==> src/rtl/core/stt_pkg.sv <==
// Package for the software timer table: request, result and entry types,
// request and result codes, controller states and default sizes.
// No dependencies.
package stt_pkg;

    localparam int DEFAULT_NUM_ENTRIES = 8;
    localparam int ID_W                = 16;
    localparam int DUR_W               = 16;
    localparam int TIME_W              = 32;

    localparam logic [1:0] REQ_SET    = 2'd0;
    localparam logic [1:0] REQ_CANCEL = 2'd1;
    localparam logic [1:0] REQ_TICK   = 2'd2;
    localparam logic [1:0] REQ_UNUSED = 2'd3;

    localparam logic [1:0] KIND_SET    = 2'd0;
    localparam logic [1:0] KIND_CANCEL = 2'd1;
    localparam logic [1:0] KIND_EXPIRY = 2'd2;

    typedef struct packed {
        logic [1:0]       req_type;
        logic [ID_W-1:0]  timer_id;
        logic [DUR_W-1:0] duration_ms;
        logic             repeat_req;
    } stt_req_t;

    typedef struct packed {
        logic [1:0]      result_kind;
        logic            ok;
        logic [ID_W-1:0] expired_id;
        logic            last;
    } stt_res_t;

    typedef struct packed {
        logic [ID_W-1:0]   id;
        logic [DUR_W-1:0]  duration;
        logic [TIME_W-1:0] expiry;
        logic              recur;
    } stt_entry_t;

    typedef enum logic [1:0] {
        ST_IDLE,
        ST_SCAN,
        ST_FLUSH
    } stt_state_t;

endpackage

==> src/rtl/core/stt_entry_ram.sv <==
// Entry memory of the timer table: one write port and one read port with
// a registered read that holds its data while no read is issued.
// Depends on stt_pkg.
module stt_entry_ram #(
    parameter int NUM_ENTRIES = stt_pkg::DEFAULT_NUM_ENTRIES,
    parameter int IDX_W       = (NUM_ENTRIES > 1) ? $clog2(NUM_ENTRIES) : 1
) (
    input  logic                aclk,
    input  logic                rd_en,
    input  logic [IDX_W-1:0]    rd_addr,
    output stt_pkg::stt_entry_t rd_data,
    input  logic                wr_en,
    input  logic [IDX_W-1:0]    wr_addr,
    input  stt_pkg::stt_entry_t wr_data
);
    import stt_pkg::*;

    stt_entry_t mem [NUM_ENTRIES];
    stt_entry_t rd_data_reg;

    always_ff @(posedge aclk) begin
        if (wr_en) begin
            mem[wr_addr] <= wr_data;
        end
    end

    always_ff @(posedge aclk) begin
        if (rd_en) begin
            rd_data_reg <= mem[rd_addr];
        end
    end

    assign rd_data = rd_data_reg;

endmodule

==> src/rtl/core/stt_ctrl.sv <==
// Controller of the timer table: request sequencer, entry valid bits,
// millisecond counter, pending result and output register.
// Depends on stt_pkg; drives the ports of stt_entry_ram.
module stt_ctrl #(
    parameter int NUM_ENTRIES = stt_pkg::DEFAULT_NUM_ENTRIES,
    parameter int IDX_W       = (NUM_ENTRIES > 1) ? $clog2(NUM_ENTRIES) : 1
) (
    input  logic                aclk,
    input  logic                aresetn,
    input  logic                s_valid,
    output logic                s_ready,
    input  stt_pkg::stt_req_t   s_data,
    output logic                m_valid,
    input  logic                m_ready,
    output stt_pkg::stt_res_t   m_data,
    output logic                rd_en,
    output logic [IDX_W-1:0]    rd_addr,
    input  stt_pkg::stt_entry_t rd_data,
    output logic                wr_en,
    output logic [IDX_W-1:0]    wr_addr,
    output stt_pkg::stt_entry_t wr_data
);
    import stt_pkg::*;

    localparam logic [IDX_W-1:0] LAST_IDX = IDX_W'(NUM_ENTRIES - 1);

    stt_state_t             state_reg, state_next;
    stt_req_t               req_reg, req_next;
    logic [TIME_W-1:0]      now_reg, now_next;
    logic [NUM_ENTRIES-1:0] valid_reg, valid_next;
    logic [IDX_W-1:0]       idx_reg, idx_next;
    logic                   res_valid_reg, res_valid_next;
    logic [1:0]             res_kind_reg, res_kind_next;
    logic                   res_ok_reg, res_ok_next;
    logic [ID_W-1:0]        res_id_reg, res_id_next;
    logic                   out_valid_reg, out_valid_next;
    stt_res_t               out_data_reg, out_data_next;

    logic                   free_found;
    logic [IDX_W-1:0]       free_idx;
    logic                   out_free;
    logic                   hit;
    logic                   at_last;

    // Lowest-numbered free entry.
    always_comb begin
        free_found = 1'b0;
        free_idx   = '0;
        for (int i = NUM_ENTRIES - 1; i >= 0; i--) begin
            if (!valid_reg[i]) begin
                free_found = 1'b1;
                free_idx   = IDX_W'(i);
            end
        end
    end

    assign out_free = !out_valid_reg || m_ready;
    assign at_last  = (idx_reg == LAST_IDX);

    always_ff @(posedge aclk) begin
        if (!aresetn) begin
            state_reg     <= ST_IDLE;
            now_reg       <= '0;
            valid_reg     <= '0;
            idx_reg       <= '0;
            res_valid_reg <= 1'b0;
            out_valid_reg <= 1'b0;
        end else begin
            state_reg     <= state_next;
            now_reg       <= now_next;
            valid_reg     <= valid_next;
            idx_reg       <= idx_next;
            res_valid_reg <= res_valid_next;
            out_valid_reg <= out_valid_next;
        end
    end

    always_ff @(posedge aclk) begin
        req_reg      <= req_next;
        res_kind_reg <= res_kind_next;
        res_ok_reg   <= res_ok_next;
        res_id_reg   <= res_id_next;
        out_data_reg <= out_data_next;
    end

    always_comb begin
        state_next     = state_reg;
        req_next       = req_reg;
        now_next       = now_reg;
        valid_next     = valid_reg;
        idx_next       = idx_reg;
        res_valid_next = res_valid_reg;
        res_kind_next  = res_kind_reg;
        res_ok_next    = res_ok_reg;
        res_id_next    = res_id_reg;
        out_valid_next = out_valid_reg && !m_ready;
        out_data_next  = out_data_reg;
        s_ready        = 1'b0;
        rd_en          = 1'b0;
        rd_addr        = idx_reg + IDX_W'(1);
        wr_en          = 1'b0;
        wr_addr        = idx_reg;
        wr_data        = rd_data;
        hit            = 1'b0;

        unique case (state_reg)
            ST_IDLE: begin
                s_ready = 1'b1;
                if (s_valid) begin
                    req_next = s_data;
                    idx_next = '0;
                    rd_addr  = '0;
                    priority case (s_data.req_type)
                        REQ_SET: begin
                            res_valid_next = 1'b1;
                            res_kind_next  = KIND_SET;
                            res_ok_next    = free_found;
                            res_id_next    = s_data.timer_id;
                            if (free_found) begin
                                wr_en                = 1'b1;
                                wr_addr              = free_idx;
                                wr_data.id           = s_data.timer_id;
                                wr_data.duration     = s_data.duration_ms;
                                wr_data.expiry       = now_reg
                                                     + TIME_W'(s_data.duration_ms);
                                wr_data.recur        = s_data.repeat_req;
                                valid_next[free_idx] = 1'b1;
                            end
                            state_next = ST_FLUSH;
                        end
                        REQ_CANCEL: begin
                            res_valid_next = 1'b1;
                            res_kind_next  = KIND_CANCEL;
                            res_ok_next    = 1'b0;
                            res_id_next    = s_data.timer_id;
                            rd_en          = 1'b1;
                            state_next     = ST_SCAN;
                        end
                        REQ_TICK: begin
                            now_next       = now_reg + TIME_W'(1);
                            res_valid_next = 1'b0;
                            rd_en          = 1'b1;
                            state_next     = ST_SCAN;
                        end
                        default: begin
                            state_next = ST_IDLE;
                        end
                    endcase
                end
            end

            ST_SCAN: begin
                if (req_reg.req_type == REQ_CANCEL) begin
                    hit = valid_reg[idx_reg] && (rd_data.id == req_reg.timer_id);
                    if (hit) begin
                        res_ok_next         = 1'b1;
                        valid_next[idx_reg] = 1'b0;
                        state_next          = ST_FLUSH;
                    end else if (at_last) begin
                        state_next = ST_FLUSH;
                    end else begin
                        idx_next = idx_reg + IDX_W'(1);
                        rd_en    = 1'b1;
                    end
                end else begin
                    hit = valid_reg[idx_reg] && (rd_data.expiry <= now_reg);
                    // An expiry is held back one step so that the final one of the
                    // scan can carry the last flag; a new hit pushes the held one.
                    if (!hit || !res_valid_reg || out_free) begin
                        if (hit) begin
                            if (res_valid_reg) begin
                                out_valid_next           = 1'b1;
                                out_data_next.result_kind = res_kind_reg;
                                out_data_next.ok         = res_ok_reg;
                                out_data_next.expired_id = res_id_reg;
                                out_data_next.last       = 1'b0;
                            end
                            res_valid_next = 1'b1;
                            res_kind_next  = KIND_EXPIRY;
                            res_ok_next    = 1'b1;
                            res_id_next    = rd_data.id;
                            if (rd_data.recur) begin
                                wr_en          = 1'b1;
                                wr_data.expiry = now_reg + TIME_W'(rd_data.duration);
                            end else begin
                                valid_next[idx_reg] = 1'b0;
                            end
                        end
                        if (at_last) begin
                            state_next = ST_FLUSH;
                        end else begin
                            idx_next = idx_reg + IDX_W'(1);
                            rd_en    = 1'b1;
                        end
                    end
                end
            end

            ST_FLUSH: begin
                if (!res_valid_reg) begin
                    state_next = ST_IDLE;
                end else if (out_free) begin
                    out_valid_next            = 1'b1;
                    out_data_next.result_kind = res_kind_reg;
                    out_data_next.ok          = res_ok_reg;
                    out_data_next.expired_id  = res_id_reg;
                    out_data_next.last        = 1'b1;
                    res_valid_next            = 1'b0;
                    state_next                = ST_IDLE;
                end
            end

            default: begin
                state_next = ST_IDLE;
            end
        endcase
    end

    assign m_valid = out_valid_reg;
    assign m_data  = out_data_reg;

endmodule

==> src/rtl/core/software_timer_table.sv <==
// Software timer table, top level: entry memory plus controller.
// Depends on stt_pkg, stt_entry_ram and stt_ctrl.
//
// Usage:
// The s_ channel carries requests (set, cancel, one millisecond tick) as an
// stt_req_t; the m_ channel returns results as an stt_res_t, both valid/ready.
// A set or cancel request gives exactly one answer; a tick gives one expiry
// notice per expired entry, in entry order, the final one flagged by last.
// A request with an unused type code is taken and dropped.
// Flow: a set request writes its entry on acceptance, and the flush state
// then loads its answer into the output register. Cancel and tick requests
// scan the memory one entry per cycle through its single read port (a tick
// scan pauses while a held expiry waits); a cancel stops at its first match.
// One request is in work at a time; s_ready is high only while idle.
// Reset clears the counter, every entry's valid bit and the output register;
// memory contents need no clearing, since a free entry is never read as live.
// When the receiver stalls, the finished result waits in the output register
// and a tick scan pauses at the next expired entry until room frees up.
module software_timer_table #(
    parameter int NUM_ENTRIES = stt_pkg::DEFAULT_NUM_ENTRIES
) (
    input  logic              aclk,
    input  logic              aresetn,
    input  logic              s_valid,
    output logic              s_ready,
    input  stt_pkg::stt_req_t s_data,
    output logic              m_valid,
    input  logic              m_ready,
    output stt_pkg::stt_res_t m_data
);
    import stt_pkg::*;

    localparam int IDX_W = (NUM_ENTRIES > 1) ? $clog2(NUM_ENTRIES) : 1;

    logic             rd_en;
    logic [IDX_W-1:0] rd_addr;
    stt_entry_t       rd_data;
    logic             wr_en;
    logic [IDX_W-1:0] wr_addr;
    stt_entry_t       wr_data;

    stt_entry_ram #(
        .NUM_ENTRIES (NUM_ENTRIES),
        .IDX_W       (IDX_W)
    ) u_ram (
        .aclk    (aclk),
        .rd_en   (rd_en),
        .rd_addr (rd_addr),
        .rd_data (rd_data),
        .wr_en   (wr_en),
        .wr_addr (wr_addr),
        .wr_data (wr_data)
    );

    stt_ctrl #(
        .NUM_ENTRIES (NUM_ENTRIES),
        .IDX_W       (IDX_W)
    ) u_ctrl (
        .aclk    (aclk),
        .aresetn (aresetn),
        .s_valid (s_valid),
        .s_ready (s_ready),
        .s_data  (s_data),
        .m_valid (m_valid),
        .m_ready (m_ready),
        .m_data  (m_data),
        .rd_en   (rd_en),
        .rd_addr (rd_addr),
        .rd_data (rd_data),
        .wr_en   (wr_en),
        .wr_addr (wr_addr),
        .wr_data (wr_data)
    );

endmodule

==> config.mk <==
export PLATFORM = sky130hd
export DESIGN_NAME = software_timer_table
export DESIGN_NICKNAME = d
export VERILOG_FILES = /design/src/rtl/core/stt_pkg.sv /design/src/rtl/core/stt_entry_ram.sv /design/src/rtl/core/stt_ctrl.sv /design/src/rtl/core/software_timer_table.sv
export SDC_FILE = /design/constraint.sdc
export NUM_CORES = 1
export LEC_CHECK = 0
export ABC_CLOCK_PERIOD_IN_PS = 8100
export BUFFER_PORTS_ARGS = -buffer_cell sky130_fd_sc_hd__buf_4
export CAP_MARGIN = 20
export CORE_ASPECT_RATIO = 2
export CORE_MARGIN = 3
export CORE_UTILIZATION = 57
export CTS_BUF_LIST = sky130_fd_sc_hd__clkbuf_4
export DETAILED_ROUTE_END_ITERATION = 7
export PLACE_DENSITY = 0.84
export SLEW_MARGIN = 20
export SYNTH_ARGS = -nofsm -noshare
export SYNTH_HDL_FRONTEND = slang
export SYNTH_HIERARCHICAL = 1
export SYNTH_SLANG_ARGS = --single-unit
==> constraint.sdc <==
create_clock -name aclk -period 8.1 [get_ports aclk]
set_input_delay 0.81 -clock aclk [delete_from_list [all_inputs] [get_ports aclk]]
set_output_delay 0.81 -clock aclk [all_outputs]
set_load 0.005 [all_outputs]
==> impl_metrics.env <==
export IMPL_crit_path_cell_count=9
export IMPL_endpoint="u_ram/mem[5][43]"
export IMPL_post_route_cells_drive_above_1_share_pct=27.02
export IMPL_critPathCaptureType="flip-flop"
export IMPL_most_common_layout_cells="sky130_fd_sc_hd__edfxtp_1, sky130_fd_sc_hd__clkbuf_4, sky130_fd_sc_hd__nand2_1, sky130_fd_sc_hd__mux4_2, sky130_fd_sc_hd__mux2_2"
export IMPL_worst_path_buf_inv=3
export IMPL_setup_worst_path_start_class="flip-flop"
export IMPL_detail_route_drc_violations=0
export IMPL_netlist_area_sq_mm=0.02981
export IMPL_register_area_sq_mm=0.02022
export IMPL_clk_pin_slew_worst_paths_ns=0.07
export IMPL_post_cts_resize_count=0
export IMPL_r2r_worst_path_cells=9
export IMPL_maxCapViolations=0
export IMPL_status="finished, final reports clean"
export IMPL_fillerInstances=3481
export IMPL_crit_path_start="u_ctrl/state_reg[0]"
export IMPL_grt_pass1_wl_microns=106400
export IMPL_mostFrequentLayoutCell="sky130_fd_sc_hd__edfxtp_1"
export IMPL_multi_input_area_sq_mm=0.009110
export IMPL_yosys_cell_types_count=72
export IMPL_cellLeakagePower_nw=11.05
export IMPL_drt_pass1_iter_count=5
export IMPL_postSynth_asyncResetShare_pct=0
export IMPL_min_period_over_period_pct=67.78
export IMPL_post_synth_cell_area_avg_sq_um=16.45
export IMPL_pwr_density_cell_mw_per_mm2=232.1
export IMPL_global_route_overflow_total=0
export IMPL_synth_warning_count=6
export IMPL_cts_tree="yes"
export IMPL_pin_count=61
export IMPL_port_buffers=60
export IMPL_cts_sinks=689
export IMPL_track_usage_pct=25.67
export IMPL_totalNegativeSetupSlack_ns=0
export IMPL_synth_edff_count=642
export IMPL_worst_slew_margin_rel_pct=18.78
export IMPL_fmax_ghz=0.1822
export IMPL_grt_start_max_net_pins=110
export IMPL_timing_hold_worst_class="input port to flip-flop"
export IMPL_ys_flop_type="sky130_fd_sc_hd__edfxtp_1"
export IMPL_reg2reg_setup_slack_ns=2.61
export IMPL_drv_slew=0
export IMPL_post_synth_inst_count=1812
export IMPL_postSynthNetCount=1926
export IMPL_floorplan_core_area_sq_mm=0.05182
export IMPL_critical_path_top_delay_family="simple AND/OR/NAND/NOR gates"
export IMPL_cts_root_buffer="sky130_fd_sc_hd__clkbuf_4"
export IMPL_antenna_violations_before_repair=1
export IMPL_start_util_pct=57.53
export IMPL_largest_register_ff_count=520
export IMPL_cp_cell_sequence="inv_1 -> ha_1 -> nand2_1 -> inv_2 -> nand3_2 -> o21ai_0 -> nand2b_1 -> nor2_4 -> buf_4"
export IMPL_cts_repair_timing_setup_buffer_count=0
export IMPL_final_period_minus_worst_setup_slack_ns=5.490
export IMPL_avgRoutedWirePerCell_microns=25.55
export IMPL_library_cell_contributing_the_largest_single_delay_on_the_critical_path="sky130_fd_sc_hd__o21ai_0"
export IMPL_dr_total_vias=17241
export IMPL_setup_violations=0
export IMPL_floorplan_die_width_microns=167.7
export IMPL_die_area_sq_mm=0.05525
export IMPL_tightest_slew_ns=1.199
export IMPL_critical_path_arrival_ns=5.98
export IMPL_worst_clock_skew_ns=0.05730
export IMPL_critical_path_class="flip-flop to flip-flop"
export IMPL_htree_levels=4
export IMPL_timing_critical_path_required_ns=8.59
export IMPL_power_ir_vdd_worst_mv=0.1974
export IMPL_cts_root_to_sink_buffers=3
export IMPL_p_total_w=0.007691
export IMPL_worstReg2RegStart="u_ctrl/state_reg[0]"
export IMPL_routed_via_density=6.274
export IMPL_ant_nets=0
export IMPL_hold_buffers=0
export IMPL_syn2layout_area_growth_pct=11.15
export IMPL_ys_ff_latch=689
export IMPL_yosysSeqAreaShare_pct=67.82
export IMPL_via_count_of_the_first_global_routing_pass=18374
export IMPL_die_height_microns=329.4
export IMPL_timing_final_hold_violations=0
export IMPL_r2r_end="u_ram/mem[5][43]"
export IMPL_gp_congestion=0.9102
export IMPL_unrepaired_setup_endpoints_after_global_routing="false"
export IMPL_crit_path_max_incr_delay_ns=0.98
export IMPL_worst_skew_pair_late_latency_ns=0.92
export IMPL_cp_max_fo=56
export IMPL_dr_first_iter_drc_count=1390
export IMPL_nNetsFinal=2085
export IMPL_rows=118
export IMPL_numCtsBuffers=144
export IMPL_routed_wl_microns=70210
export IMPL_dp_hpwl_microns=44080
cell usage after synthesis, drive strengths merged, types with 19 or more instances:
master  number  share of area (%)
o221ai      24               0.77
nand2      190                2.4
clkbuf      33               0.42
o21ai       39               0.65
buf         39               0.84
edfxtp     642                 65
nor2        74               0.94
nand3       24               0.42
dfxtp       47                3.2
inv         52               0.65
xnor2       68                2.0
mux2        81                3.1
nor3        26               0.52
ha          73                3.1
mux4       132                 10
a21oi       54               0.91
nand4       19               0.42
xor2        29               0.85
through the flow:
stage               utilization (%)  hold WS (ns)  cell area (sq um)  worst slack [ns]  cells
floorplan                         -        0.4003              29810            0.5658   1812
global placement              59.83        0.4011              31010             3.134   2482
detailed placement            59.87        0.4054              31030             2.784   2483
CTS                           63.83       0.07104              33080             2.702   2742
global route                  63.93       0.09600              33130             2.386   2745
finish                        63.94        0.1250              33140             2.610   2748
worst min-delay path by stage:
stage | from | endpoint | depth (start not counted)
after floorplan | u_ctrl/res_id_reg[9] | u_ctrl/m_data[10] | 0
after global placement | u_ctrl/res_id_reg[13] | u_ctrl/m_data[14] | 0
after detailed placement | u_ctrl/res_id_reg[9] | u_ctrl/m_data[10] | 0
after CTS | s_data[25] | u_ctrl/req_reg[25] | 1
after global routing | s_data[25] | u_ctrl/req_reg[25] | 1
final | s_data[25] | u_ctrl/req_reg[25] | 1
routing by layer:
metal | GRT usage (%) | wire (microns) | vias up
met1 | 27.93 | 23460 | 8640
met5 | 0 | 0 | -
met4 | 16.25 | 4213 | 0
met2 | 46.44 | 38400 | 826
li1 | - | - | 7534
met3 | 4.059 | 4139 | 241
power by group:
group	switching, W	internal [W]	total (W)
clock network	0.00130	0.00151	0.00281
registers	0.0000615	0.00409	0.00415
logic	0.000446	0.000279	0.000725
logic make-up after synthesis:
family          count (synthesis)  synth area share (%)
compound gates                202                 4.646
xor+xnor                       97                 2.850
fa+ha+maj                      75                 3.198
buf+inv                       125                 1.922
flops                         689                 67.82
mux                           220                 13.27
simple gates                  404                 6.295
area by class of cell:
class	count	share of cell area (%)
flip-flops and latches	689	61.02
multi-input cells	998	27.49
clock buffers	200	4.531
diodes	4	0.03021
clock inverters	59	1.661
inverters	53	0.6004
well taps	660	2.492
repair buffers	85	2.175
No activity file was read; power rests on OpenSTA's default activity.
